## src/hdl/sha_pkg.sv

```systemverilog
// Shared definitions for the streaming SHA-256 hasher: field widths, the
// initial hash value, the round constant table and the SHA-256 mixing functions.
// No dependencies.
package sha_pkg;

	localparam int WordW  = 32;
	localparam int CountW = 3;
	localparam int IndexW = 3;
	localparam int LenW   = 64;

	// Largest number of message bytes a single word can carry.
	localparam logic [CountW-1:0] MaxBytes = 3'd4;

	// First padding byte after the message.
	localparam logic [7:0] PadMark = 8'h80;

	// Block position at which the length field starts.
	localparam logic [5:0] LenStart = 6'd56;

	typedef logic [WordW-1:0] word_t;

	// Initial hash value, word 0 first.
	function automatic word_t init_h(input logic [IndexW-1:0] idx);
		word_t r;
		case (idx)
			3'd0: r = 32'h6a09e667;
			3'd1: r = 32'hbb67ae85;
			3'd2: r = 32'h3c6ef372;
			3'd3: r = 32'ha54ff53a;
			3'd4: r = 32'h510e527f;
			3'd5: r = 32'h9b05688c;
			3'd6: r = 32'h1f83d9ab;
			3'd7: r = 32'h5be0cd19;
			default: r = '0;
		endcase
		return r;
	endfunction

	// Round constant for round idx.
	function automatic word_t round_k(input logic [5:0] idx);
		word_t r;
		case (idx)
			6'd0:  r = 32'h428a2f98; 6'd1:  r = 32'h71374491;
			6'd2:  r = 32'hb5c0fbcf; 6'd3:  r = 32'he9b5dba5;
			6'd4:  r = 32'h3956c25b; 6'd5:  r = 32'h59f111f1;
			6'd6:  r = 32'h923f82a4; 6'd7:  r = 32'hab1c5ed5;
			6'd8:  r = 32'hd807aa98; 6'd9:  r = 32'h12835b01;
			6'd10: r = 32'h243185be; 6'd11: r = 32'h550c7dc3;
			6'd12: r = 32'h72be5d74; 6'd13: r = 32'h80deb1fe;
			6'd14: r = 32'h9bdc06a7; 6'd15: r = 32'hc19bf174;
			6'd16: r = 32'he49b69c1; 6'd17: r = 32'hefbe4786;
			6'd18: r = 32'h0fc19dc6; 6'd19: r = 32'h240ca1cc;
			6'd20: r = 32'h2de92c6f; 6'd21: r = 32'h4a7484aa;
			6'd22: r = 32'h5cb0a9dc; 6'd23: r = 32'h76f988da;
			6'd24: r = 32'h983e5152; 6'd25: r = 32'ha831c66d;
			6'd26: r = 32'hb00327c8; 6'd27: r = 32'hbf597fc7;
			6'd28: r = 32'hc6e00bf3; 6'd29: r = 32'hd5a79147;
			6'd30: r = 32'h06ca6351; 6'd31: r = 32'h14292967;
			6'd32: r = 32'h27b70a85; 6'd33: r = 32'h2e1b2138;
			6'd34: r = 32'h4d2c6dfc; 6'd35: r = 32'h53380d13;
			6'd36: r = 32'h650a7354; 6'd37: r = 32'h766a0abb;
			6'd38: r = 32'h81c2c92e; 6'd39: r = 32'h92722c85;
			6'd40: r = 32'ha2bfe8a1; 6'd41: r = 32'ha81a664b;
			6'd42: r = 32'hc24b8b70; 6'd43: r = 32'hc76c51a3;
			6'd44: r = 32'hd192e819; 6'd45: r = 32'hd6990624;
			6'd46: r = 32'hf40e3585; 6'd47: r = 32'h106aa070;
			6'd48: r = 32'h19a4c116; 6'd49: r = 32'h1e376c08;
			6'd50: r = 32'h2748774c; 6'd51: r = 32'h34b0bcb5;
			6'd52: r = 32'h391c0cb3; 6'd53: r = 32'h4ed8aa4a;
			6'd54: r = 32'h5b9cca4f; 6'd55: r = 32'h682e6ff3;
			6'd56: r = 32'h748f82ee; 6'd57: r = 32'h78a5636f;
			6'd58: r = 32'h84c87814; 6'd59: r = 32'h8cc70208;
			6'd60: r = 32'h90befffa; 6'd61: r = 32'ha4506ceb;
			6'd62: r = 32'hbef9a3f7; 6'd63: r = 32'hc67178f2;
			default: r = '0;
		endcase
		return r;
	endfunction

	function automatic word_t rotr(input word_t x, input int n);
		return (x >> n) | (x << (WordW - n));
	endfunction

	function automatic word_t big_sigma0(input word_t x);
		return rotr(x, 2) ^ rotr(x, 13) ^ rotr(x, 22);
	endfunction

	function automatic word_t big_sigma1(input word_t x);
		return rotr(x, 6) ^ rotr(x, 11) ^ rotr(x, 25);
	endfunction

	function automatic word_t small_sigma0(input word_t x);
		return rotr(x, 7) ^ rotr(x, 18) ^ (x >> 3);
	endfunction

	function automatic word_t small_sigma1(input word_t x);
		return rotr(x, 17) ^ rotr(x, 19) ^ (x >> 10);
	endfunction

endpackage

```

## src/hdl/sha256_stream_hasher.sv

```systemverilog
// Streaming SHA-256 hasher: byte packing, padding, compression and digest output.
// Depends on sha_pkg for constants, the round constant table and mixing functions.
//
// The message enters as big-endian 32-bit words on the s_ channel; each transfer
// carries a count of valid leading bytes (saturated at four) and tlast on the final
// word, where a count of zero marks no further bytes, so a lone empty last word
// hashes the empty message. A small sequencer packs one byte per clock, outside
// compression, into a 512-bit block window; the next transfer is accepted only once
// all bytes of the word are placed. Each full 64-byte block then runs through one
// shared round unit, one round per clock, and a final step folds the result into the
// chaining value; meanwhile s_tready is low. On the last word the padding is inserted
// one byte per clock outside compression (9 to 72 bytes, with a second block when
// needed), after which the eight digest words leave on the m_ channel, word 0 first,
// with tlast on word 7. The block then returns to its initial state.
module sha256_stream_hasher (
	input  logic        clk,
	input  logic        arst_n,
	// Message input channel.
	input  logic        s_tvalid,
	output logic        s_tready,
	input  logic [39:0] s_tdata,   // [31:0] message_word, [34:32] valid_bytes, zero fill
	input  logic        s_tlast,   // last_word
	// Digest output channel.
	output logic        m_tvalid,
	input  logic        m_tready,
	output logic [39:0] m_tdata,   // [31:0] digest_word, [34:32] word_index, zero fill
	output logic        m_tlast    // digest_last
);

	localparam logic [2:0] ST_IDLE = 3'd0;
	localparam logic [2:0] ST_BYTE = 3'd1;
	localparam logic [2:0] ST_PAD  = 3'd2;
	localparam logic [2:0] ST_COMP = 3'd3;
	localparam logic [2:0] ST_FIN  = 3'd4;
	localparam logic [2:0] ST_OUT  = 3'd5;

	logic [2:0]                   state_q;
	logic [2:0]                   ret_q;
	logic [31:0]                  word_q;
	logic [sha_pkg::CountW-1:0]   cnt_q;
	logic                         last_q;
	logic [5:0]                   fill_q;
	logic [sha_pkg::LenW-1:0]     bitlen_q;
	logic                         mark_sent_q;
	logic [2:0]                   len_idx_q;
	logic [5:0]                   rnd_q;
	logic [sha_pkg::IndexW-1:0]   out_idx_q;
	logic [511:0]                 win_q;
	sha_pkg::word_t               chain_q [8];
	sha_pkg::word_t               var_q [8];

	logic                         s_xfer;
	logic                         m_xfer;
	logic [sha_pkg::CountW-1:0]   in_cnt;
	logic                         put_en;
	logic [7:0]                   put_byte;
	logic                         blk_full;
	logic                         len_phase;
	logic [2:0]                   after_put;
	sha_pkg::word_t               t1;
	sha_pkg::word_t               t2;
	sha_pkg::word_t               w_new;

	assign s_tready = (state_q == ST_IDLE);
	assign s_xfer   = s_tvalid && s_tready;
	assign m_tvalid = (state_q == ST_OUT);
	assign m_xfer   = m_tvalid && m_tready;
	assign m_tdata  = {5'b0, out_idx_q, chain_q[out_idx_q]};
	assign m_tlast  = (out_idx_q == 3'd7);

	// Byte count of the incoming word, with counts above four saturated.
	assign in_cnt = (s_tdata[34:32] > sha_pkg::MaxBytes) ? sha_pkg::MaxBytes
		: s_tdata[34:32];

	// Length bytes follow once the mark is in and the block reaches the length field.
	assign len_phase = mark_sent_q && ((fill_q == sha_pkg::LenStart) || (len_idx_q != 3'd0));

	// Select the byte placed this cycle and the state that follows it.
	always_comb begin
		put_en    = 1'b0;
		put_byte  = 8'h00;
		after_put = state_q;
		case (state_q)
			ST_BYTE: begin
				put_en   = 1'b1;
				put_byte = word_q[31:24];
				if (cnt_q != 3'd1) begin
					after_put = ST_BYTE;
				end else if (last_q) begin
					after_put = ST_PAD;
				end else begin
					after_put = ST_IDLE;
				end
			end
			ST_PAD: begin
				put_en = 1'b1;
				if (!mark_sent_q) begin
					put_byte  = sha_pkg::PadMark;
					after_put = ST_PAD;
				end else if (len_phase) begin
					put_byte  = bitlen_q[63:56];
					after_put = (len_idx_q == 3'd7) ? ST_OUT : ST_PAD;
				end else begin
					put_byte  = 8'h00;
					after_put = ST_PAD;
				end
			end
			default: begin
				put_en    = 1'b0;
				put_byte  = 8'h00;
				after_put = state_q;
			end
		endcase
	end

	assign blk_full = put_en && (fill_q == 6'd63);

	// Shared round unit and message schedule step.
	always_comb begin
		t1 = var_q[7] + sha_pkg::big_sigma1(var_q[4])
			+ ((var_q[4] & var_q[5]) ^ (~var_q[4] & var_q[6]))
			+ sha_pkg::round_k(rnd_q) + win_q[511:480];
		t2 = sha_pkg::big_sigma0(var_q[0])
			+ ((var_q[0] & var_q[1]) ^ (var_q[0] & var_q[2]) ^ (var_q[1] & var_q[2]));
		w_new = win_q[511:480] + sha_pkg::small_sigma0(win_q[479:448])
			+ win_q[223:192] + sha_pkg::small_sigma1(win_q[63:32]);
	end

	// Sequencer and control state.
	always_ff @(posedge clk or negedge arst_n) begin
		if (!arst_n) begin
			state_q     <= ST_IDLE;
			ret_q       <= ST_IDLE;
			cnt_q       <= '0;
			last_q      <= 1'b0;
			fill_q      <= '0;
			bitlen_q    <= '0;
			mark_sent_q <= 1'b0;
			len_idx_q   <= '0;
			rnd_q       <= '0;
			out_idx_q   <= '0;
			for (int i = 0; i < 8; i++) begin
				chain_q[i] <= sha_pkg::init_h(3'(i));
			end
		end else begin
			case (state_q)
				ST_IDLE: begin
					if (s_xfer) begin
						cnt_q  <= in_cnt;
						last_q <= s_tlast;
						if (in_cnt != 3'd0) begin
							state_q <= ST_BYTE;
						end else if (s_tlast) begin
							state_q <= ST_PAD;
						end
					end
				end
				ST_BYTE, ST_PAD: begin
					fill_q <= fill_q + 6'd1;
					if (state_q == ST_BYTE) begin
						cnt_q    <= cnt_q - 3'd1;
						bitlen_q <= bitlen_q + 64'd8;
					end else if (!mark_sent_q) begin
						mark_sent_q <= 1'b1;
					end else if (len_phase) begin
						bitlen_q  <= {bitlen_q[55:0], 8'h00};
						len_idx_q <= len_idx_q + 3'd1;
					end
					if (blk_full) begin
						state_q <= ST_COMP;
						ret_q   <= after_put;
						rnd_q   <= '0;
					end else begin
						state_q <= after_put;
					end
				end
				ST_COMP: begin
					rnd_q <= rnd_q + 6'd1;
					if (rnd_q == 6'd63) begin
						state_q <= ST_FIN;
					end
				end
				ST_FIN: begin
					for (int i = 0; i < 8; i++) begin
						chain_q[i] <= chain_q[i] + var_q[i];
					end
					state_q <= ret_q;
				end
				ST_OUT: begin
					if (m_xfer) begin
						out_idx_q <= out_idx_q + 3'd1;
						if (out_idx_q == 3'd7) begin
							for (int i = 0; i < 8; i++) begin
								chain_q[i] <= sha_pkg::init_h(3'(i));
							end
							bitlen_q    <= '0;
							fill_q      <= '0;
							mark_sent_q <= 1'b0;
							len_idx_q   <= '0;
							state_q     <= ST_IDLE;
						end
					end
				end
				default: begin
					state_q <= ST_IDLE;
				end
			endcase
		end
	end

	// Block window, word holding register and working variables.
	always_ff @(posedge clk) begin
		if (s_xfer) begin
			word_q <= s_tdata[31:0];
		end else if (state_q == ST_BYTE) begin
			word_q <= {word_q[23:0], 8'h00};
		end
		if (put_en) begin
			win_q <= {win_q[503:0], put_byte};
		end else if (state_q == ST_COMP) begin
			win_q <= {win_q[479:0], w_new};
		end
		if (blk_full) begin
			for (int i = 0; i < 8; i++) begin
				var_q[i] <= chain_q[i];
			end
		end else if (state_q == ST_COMP) begin
			var_q[7] <= var_q[6];
			var_q[6] <= var_q[5];
			var_q[5] <= var_q[4];
			var_q[4] <= var_q[3] + t1;
			var_q[3] <= var_q[2];
			var_q[2] <= var_q[1];
			var_q[1] <= var_q[0];
			var_q[0] <= t1 + t2;
		end
	end

endmodule
```

## config.mk

```make
export PLATFORM = sky130hd
export DESIGN_NAME = sha256_stream_hasher
export DESIGN_NICKNAME = d
export VERILOG_FILES = /design/src/hdl/sha_pkg.sv /design/src/hdl/sha256_stream_hasher.sv
export SDC_FILE = /design/constraint.sdc
export NUM_CORES = 2
export LEC_CHECK = 0
export BUFFER_PORTS_ARGS = -buffer_cell sky130_fd_sc_hd__buf_4
export CAP_MARGIN = 20
export CORE_AREA = 2 2 425 469
export CTS_CLUSTER_SIZE = 10
export DETAILED_ROUTE_END_ITERATION = 8
export DIE_AREA = 0 0 427 471
export GPL_ROUTABILITY_DRIVEN = 1
export PLACE_DENSITY = 0.53
export SYNTH_ARGS = -nofsm -noshare
export SYNTH_HDL_FRONTEND = slang
export SYNTH_SLANG_ARGS = --single-unit
```

## constraint.sdc

```tcl
create_clock -name clk -period 22.5 [get_ports clk]
set_input_delay 0 -clock clk [delete_from_list [all_inputs] [get_ports clk]]
set_output_delay 0 -clock clk [all_outputs]
set_load 0.01 [all_outputs]
```

==> run metrics <==
share of cells above drive strength 1=slightly above 8%; vias in the first global route=61940; Mapped Cells=about 8600; CTS tree=built; gpl congestion=0.9460; grt ovf=0; Most common cell on crit path=o21ai_0; clk_lat worst skew=0.82 ns; setup tns final=0 ns; Setup WS pre-CTS=approximately 12 ns; I/O pin count=88; #FFs+latches synth=1146; post-synthesis sequential area ratio=42.06%; final hold vios=0; chip height=471 um; Worst Reg2Reg Path Length in Cells=34; top-area cell type share of the netlist area=between 30% and 40%; DP HPWL=179100 um; initial antenna violation count=8; R2R setup slack=11.88 ns; Highest Clock Rate=94.20 MHz; number of flops mapped to enable cells by yosys=800; Arr. time, crit path=11.15 ns; Area Growth Syn to Fin=10.43%; Top FF cell, synth=edfxtp_1; Max stage delay on crit path=0.92 ns; max_slew headroom=between 10% and 20%; die width=427 um; status=complete, no violations; H-tree depth=4; Synth top cells by count=nand2_1 (2327), edfxtp_1 (800), o21ai_0 (617); CTS Sinks=around 1100; post-route ant nets=0; largest net degree at the start of global routing=214; core area=0.1964 mm2; buffers and inverters on the worst path=5; CP Capture Type=flop; clk_skew=0.02921 ns; Yosys Warn Count=0; Mapped Area=0.07811 mm2; first-pass GRT wire length=377100 um; min-delay worst type=primary input to flop; CP Class=flop to flop; CP top delay family=compound AO/OA/AOI/OAI gates; nets@finish=9134; ys async rst share=approximately 30%; DR WL/cell=22.29 um; Starting Density=around two fifths; TritonRoute pass-1 iters=6; Hold EP=word_q[11]; # rows=171; Finished Core Util=43.91%; Final Cycle Share=47.18%; MaxCap Viol Count=0; synth unique cells=97; Clock transition at path regs=0.06 ns; critical path launch point type=flop; most numerous cell in the Yosys netlist=nand2_1; Avg Synthesized Cell Area=between 9 and 10 um2; worst-path maximum fanout=14; final setup fails=0; full die area=0.2011 mm2; area leader, netlist=edfxtp_1; FF-to-FF Start=rnd_q[0]; fin crit period=10.62 ns; final wirelength=249700 um; vias per cell=about 5.5; DRC=0; Critical Path RT=23.03 ns; PostCTS Resize Cnt=0; Vias=61930; CTS Buffer Depth=3; hold_sp=s_tdata[11]; RSZ-0062 raised after global routing=false; min setup slack post-route=11.88 ns; synth top area cells=edfxtp_1 (31%), nand2_1 (11%), dfrtp_1 (6.7%), ha_1 (6.4%), fa_1 (5.0%); Clock Tree Root=clkbuf_16; Worst path slowest cell=ha_1; GRT Total Usage=24.58%; count of final max-slew check failures=0; cell area after layout=about 0.086 mm2; Inserted Clock Buffers=145; worst hold stages=3; actual slew at the worst max-slew pin=approximately 1.2 ns; Worst setup startpoint=rnd_q[0]; Cell Area, Placed=0.08093 mm2; Initial DRC Count=5090; FF-to-FF End=var_q[0][30]; PortBufs=77
worst reg2reg max path, delay by kind of cell (launching register included):
| kind | cells | cell delay (ns) |
|---|---|---|
| xor+xnor | 2 | 0.38 |
| simple gates | 4 | 1.38 |
| flops | 1 | 0.34 |
| compound gates | 17 | 4.42 |
| buf+inv | 5 | 0.86 |
| fa+ha+maj | 6 | 2.98 |
layout by cell type (no fill, tap or decap), types with 153 or more instances in the layout:
master | synthesis | layout
a21o_1 | 183 | 183
a21oi_1 | 498 | 497
buf_4 | 5 | 153
dfrtp_1 | 210 | 204
edfxtp_1 | 800 | 800
fa_1 | 195 | 195
ha_1 | 400 | 400
inv_1 | 486 | 486
nand2_1 | 2327 | 2325
nor2_1 | 410 | 408
o21ai_0 | 617 | 611
xnor2_1 | 328 | 328
xor2_1 | 246 | 246
worst max-delay path by stage:
stage | slack [ns] | cells after the start | end
2_1_floorplan | 7.88 | 3 | win_q[0]
3_3_place_gp | 12.01 | 36 | var_q[0][30]
3_5_place_dp | 12.08 | 36 | var_q[0][30]
4_1_cts | 12.05 | 36 | var_q[0][30]
5_1_grt | 11.52 | 36 | var_q[0][30]
6_report | 11.88 | 34 | var_q[0][30]
repair_timing:
action                     4_1_cts  5_1_grt
hold buffers                    74        0
setup buffers                    0        0
hold endpoints to repair       166        0
setup endpoints to repair        0        0
kinds of logic (layout without fill, tap and decap cells):
family,after synthesis,in the layout,share of synthesized area [%]
buf+inv,967,982,4.673
other cells,1,6,0.004801
mux,174,174,3.478
simple gates,3273,3273,17.24
xor+xnor,574,574,6.436
fa+ha+maj,599,599,11.46
compound gates,1853,1853,14.65
flops,1146,1146,42.06
area by class of cell:
type,instances,area (um2)
Antenna cell,1,2.502
Sequential cell,1146,32870
Multi-Input combinational cell,6478,41710
Timing Repair Buffer,235,2053
Tap cell,2595,3247
Fill cell,19130,110200
Inverter,488,1832
Clock buffer,224,4168
Clock inverter,35,370.4
per-stage QoR:
step | std cells | hold slack [ns]
floorplan | 8591 | -0.2956
global placement | 10870 | 0.01966
detailed placement | 10870 | 0.004976
CTS | 11200 | 0.01131
global route | 11200 | 0.06369
finish | 11200 | 0.06652
routing by layer:
metal	share of wire, %	GRT usage [%]	routed length (um)
met2	48	41.51	120900
met1	42	31.60	106000
met5	0	0	0
met4	4.7	11.02	11700
met3	4.5	2.678	11150
registers in the layout, summed over array words and instances (netlist names):
register,count
rnd_q,6
fill_q,6
mark_sent_q,1
state_q,3
cnt_q,3
out_idx_q,3
var_q,256
last_q,1
win_q,512
len_idx_q,3
ret_q,3
word_q,32
chain_q,256
bitlen_q,61
Power is left out: the tool's default activity adds up to more than one toggle a clock period on the data nets, which glitch-free logic cannot reach.
